## config.mk

```make
export PLATFORM = sky130hd
export DESIGN_NAME = gld_kernel
export DESIGN_NICKNAME = d
export VERILOG_FILES = /design/src/gld_pkg.sv /design/src/gld_kernel.sv
export SDC_FILE = /design/constraint.sdc
export NUM_CORES = 1
export LEC_CHECK = 0
export BUFFER_PORTS_ARGS = -buffer_cell sky130_fd_sc_hd__buf_4
export CELL_PAD_IN_SITES_DETAIL_PLACEMENT = 0
export CELL_PAD_IN_SITES_GLOBAL_PLACEMENT = 1
export CORE_MARGIN = 2
export CORE_UTILIZATION = 43
export CTS_CLUSTER_SIZE = 8
export DETAILED_ROUTE_END_ITERATION = 8
export GPL_ROUTABILITY_DRIVEN = 0
export PLACE_DENSITY = 0.75
export SKIP_LAST_GASP = 1
export SLEW_MARGIN = 5
export SYNTH_ARGS = -nofsm -noshare
export SYNTH_HDL_FRONTEND = slang
export SYNTH_SLANG_ARGS = --single-unit
export TNS_END_PERCENT = 20
```

## constraint.sdc

```tcl
create_clock -name clk -period 4.4 [get_ports clk]
set_input_delay 0.22 -clock clk [delete_from_list [all_inputs] [get_ports clk]]
set_output_delay 0.22 -clock clk [all_outputs]
set_load 0.01 [all_outputs]
```

## src/gld_pkg.sv

```systemverilog
// Shared types, constants and the grey conversion of the 3x3 line detector.
// No dependencies; used by the modules of the block by scoped names, except gld_ram.
`default_nettype none
package gld_pkg;

  localparam int unsigned PIX_W = 8;
  localparam int unsigned CFG_W = 12;

  localparam logic REG_WIDTH  = 1'b0;
  localparam logic REG_HEIGHT = 1'b1;

  localparam logic [CFG_W-1:0] WIDTH_RESET  = 12'd640;
  localparam logic [CFG_W-1:0] HEIGHT_RESET = 12'd480;
  localparam logic [CFG_W-1:0] MIN_SIZE     = 12'd3;

  localparam logic [9:0] GREY_K0 = 10'd307;
  localparam logic [9:0] GREY_K1 = 10'd604;
  localparam logic [9:0] GREY_K2 = 10'd113;
  localparam int unsigned GREY_SHIFT = 10;
  localparam int unsigned GREY_SUM_W = 18;

  localparam logic [PIX_W-1:0] CLAMP_MAX = 8'd255;

  typedef struct packed {
    logic [PIX_W-1:0] byte_first;
    logic [PIX_W-1:0] byte_second;
    logic [PIX_W-1:0] byte_third;
  } pix_in_t;

  typedef struct packed {
    logic [PIX_W-1:0] line_value;
    logic             frame_last;
  } line_out_t;

  typedef struct packed {
    logic [PIX_W-1:0] grey;
    logic             interior;
    logic             last;
  } stage_t;

  function automatic logic [PIX_W-1:0] grey_of(input pix_in_t p);
    logic [GREY_SUM_W-1:0] s;
    s = GREY_SUM_W'(GREY_K0) * GREY_SUM_W'(p.byte_first)
      + GREY_SUM_W'(GREY_K1) * GREY_SUM_W'(p.byte_second)
      + GREY_SUM_W'(GREY_K2) * GREY_SUM_W'(p.byte_third);
    return s[GREY_SHIFT +: PIX_W];
  endfunction

endpackage
`default_nettype wire

```

## src/gld_kernel.sv

```systemverilog
// 3x3 window columns and the clamped 45-degree line kernel.
// Depends on gld_pkg.
`default_nettype none
module gld_kernel (
  input  wire logic                      clk,
  input  wire logic                      advance,
  input  wire logic [gld_pkg::PIX_W-1:0] top_g,
  input  wire logic [gld_pkg::PIX_W-1:0] mid_g,
  input  wire logic [gld_pkg::PIX_W-1:0] bot_g,
  output      logic [gld_pkg::PIX_W-1:0] line_value
);

  logic [gld_pkg::PIX_W-1:0] tl_r, ml_r, bl_r;
  logic [gld_pkg::PIX_W-1:0] tc_r, mc_r, bc_r;

  logic [10:0]        pos_sum, neg_sum;
  logic signed [12:0] v;

  always_comb begin
    pos_sum = (11'(top_g) + 11'(mc_r) + 11'(bl_r)) << 1;
    neg_sum = 11'(tl_r) + 11'(tc_r) + 11'(ml_r) + 11'(mid_g) + 11'(bc_r) + 11'(bot_g);
    v = $signed({2'b00, pos_sum}) - $signed({2'b00, neg_sum});
    if (v[12]) begin
      line_value = '0;
    end else if (|v[11:8]) begin
      line_value = gld_pkg::CLAMP_MAX;
    end else begin
      line_value = v[7:0];
    end
  end

  // shift window left by one column
  always_ff @(posedge clk) begin
    if (advance) begin
      tl_r <= tc_r;
      ml_r <= mc_r;
      bl_r <= bc_r;
      tc_r <= top_g;
      mc_r <= mid_g;
      bc_r <= bot_g;
    end
  end

endmodule
`default_nettype wire

```

==> flow_summary.json <==
{
  "status": "finished, violations left",
  "violations": "negative setup slack",
  "syn-num-nets": 392,
  "r2r-end": "tl_r[6]",
  "ios": 34,
  "yosysSeqAreaShare_pct": 40.6,
  "synthArstFlopShare_pct": 0,
  "r2r_slack_ns": 3.64,
  "path_max_fanout": 8,
  "grt_usage_pct": 13.4,
  "path_depth": 19,
  "rows": 33,
  "crit_chain": "inv_1 -> fa_1 -> inv_1 -> ha_4 -> inv_1 -> fa_2 -> fa_1 -> inv_1 -> fa_1 -> inv_1 -> fa_2 -> nand2b_4 -> a21o_1 -> a32oi_1 -> xor2_1 -> a211oi_4 -> buf_12 -> a21oi_2 -> buf_4",
  "ys_ff_latch": 48,
  "crit_top_cell": "inv_1",
  "cp_slowest_cell": "fa_1",
  "drv_slew": 0,
  "r2r-start": "tc_r[6]",
  "crit_type": "flop to output pin",
  "synth_compound_area_share_pct": 7.93,
  "synth-xor-area-share_pct": 2.72,
  "ys_top_cells_by_area": "edfxtp_1 (41%), fa_1 (27%), inv_1 (11%)",
  "syn_area_um2": 3550,
  "dr.pass1.iters": 4,
  "drc_errors": 0,
  "ys.flop_type": "edfxtp_1",
  "ys_types": 32,
  "portBuffers": 33,
  "ant_nets": 0,
  "crit_required_ns": 4.18,
  "syn_inst": 297,
  "rr_worst_depth": 1,
  "cts_root_buf": "clkbuf_8",
  "final_cell_mix": "inv_1 (102), buf_4 (50), edfxtp_1 (48)",
  "syn_avg_cell_area_um2": 11.9,
  "endpoint": "line_value[5]",
  "cts_hold_buf": 0,
  "grt_pass1_wl_um": 9290,
  "path_buf_inv": 7,
  "worst_slew_pin_slew_ns": 0.601,
  "die-width_um": 94.8,
  "fin_crit_ns": 4.88,
  "fin_area_um2": 4300,
  "fp.dieH_um": 94.8,
  "synth_edf_count": 48,
  "setup_slack_ns": -0.483,
  "yosys_warnings": 0,
  "clock_latency_ns": 0.30,
  "fin_nets": 451,
  "synth_simple_gate_area_share_pct": 3.46,
  "rsz0062_at_grt": "yes",
  "max-slew-margin-rel_pct": 59.9,
  "drt_iter0_markers": 68,
  "initial_core_util_pct": 43.8,
  "grt_overflow_total": 0,
  "clock_sinks": 48,
  "slowest_delay_ns": 0.50,
  "clk_pin_slew_ns": 0.10,
  "clockBufferDepth": 2,
  "cts_tree": "yes",
  "cp-start-kind": "flop",
  "startpoint": "mc_r[1]",
  "grt_pass1_vias": 2143,
  "cts_buffers": 5,
  "hpwl_um": 4520,
  "layout_commonest_cell": "inv_1",
  "grt_max_degree": 49,
  "setup_viol": 8,
  "area_delta_synth_final_pct": 21.1,
  "worstPathArrival_ns": 4.66,
  "synthAdderAreaFrac_pct": 34.5,
  "hp-class": "input port to flop",
  "cap_viol_max_count": 0,
  "placedInstanceArea_um2": 4130,
  "fmax_ghz": 0.205,
  "synth.top_cell.area_share_pct": 40.6,
  "fin_skew_ns": 0.00492,
  "final.period_utilization_pct": 111,
  "muxShareOfSynthArea_pct": 0,
  "routed_wl_um": 5530,
  "antennaDiodeCount": 0,
  "end_kind": "output pin",
  "vias": 2097,
  "cp_top_family": "adder cells",
  "yosys.area.top_type": "edfxtp_1",
  "vias_per_cell": 4.54,
  "core_um2": 8090,
  "grt_antenna_before_repair": 0,
  "synth_top_family_by_area": "adder cells",
  "final_hold_viol_count": 0,
  "dieArea_um2": 8990,
  "wl_per_cell_um": 12.0,
  "drive_above_1_share_pct": 21.8,
  "htree_levels": 2
}
## cell type report
class / count / area (um^2)
Clock inverter: 3 / 46.3
Inverter: 102 / 383
Timing Repair Buffer: 52 / 415
Sequential cell: 48 / 1440
Multi-Input combinational cell: 147 / 1810
Clock buffer: 5 / 68.8
Fill cell: 748 / 3790
Tap cell: 105 / 131
## sequential cells by signal (all words and copies together) (netlist names)
| signal | count |
|---|---|
| bl_r | 8 |
| tl_r | 8 |
| tc_r | 8 |
| ml_r | 8 |
| mc_r | 8 |
| bc_r | 8 |
## how the worst min path moves through the flow
| stage | startpoint | end | slack, ns | cells after the start |
|---|---|---|---|---|
| 4_1_cts | mid_g[5] | mc_r[5] | 0.09 | 1 |
| 6_report | mid_g[5] | mc_r[5] | 0.09 | 1 |
| 3_5_place_dp | bot_g[6] | bc_r[6] | 0.41 | 1 |
| 2_1_floorplan | bot_g[0] | bc_r[0] | 0.32 | 0 |
| 5_1_grt | bot_g[5] | bc_r[5] | 0.09 | 1 |
| 3_3_place_gp | bot_g[7] | bc_r[7] | 0.41 | 1 |
## Yosys cell counts (2+ instances only)
library cell	count
o21a_1	2
xnor2_1	2
ha_1	21
nand2b_1	3
nand2_1	5
a21oi_1	16
a21o_1	4
and2_1	2
edfxtp_1	48
xor2_1	9
nand3_1	2
nor2_1	8
o211ai_1	2
inv_1	102
fa_1	48
o21ai_0	7
## cell families after synthesis
kind of cell	count (synthesis)
flops	48
xor+xnor	11
compound gates	42
buf+inv	102
simple gates	25
fa+ha+maj	69
## layer usage
| metal | track usage, % | vias to the layer above | share of wire, % |
|---|---|---|---|
| met3 | 2.63 | 4 | 2.8 |
| met5 | 0 | - | 0 |
| met4 | 2.54 | 0 | 0.67 |
| li1 | - | 1040 | - |
| met1 | 17.4 | 1029 | 44 |
| met2 | 23.5 | 24 | 52 |
## timing repair
item / in CTS / in global routing
buffers inserted: 1 / 0
setup endpoints to repair: 8 / 8
resized for setup: 1 / 4
pin swaps: 3 / 3
cloned: 0 / 0
## per-stage QoR
stage,instances,hold slack (ns),setup WS (ns),setup TNS [ns],util (%)
4_1_cts,462,0.0888,-0.521,-4.13,52.8
2_1_floorplan,297,0.319,0.0249,0,-
3_5_place_dp,453,0.409,-0.319,-2.49,51.1
6_report,462,0.0949,-0.483,-3.82,53.1
5_1_grt,462,0.0851,-0.711,-5.55,53.1
3_3_place_gp,453,0.408,-0.222,-1.77,51.1
Power is not shown: default switching activity piles up to over one toggle a cycle in this logic, so the estimate is an artifact.
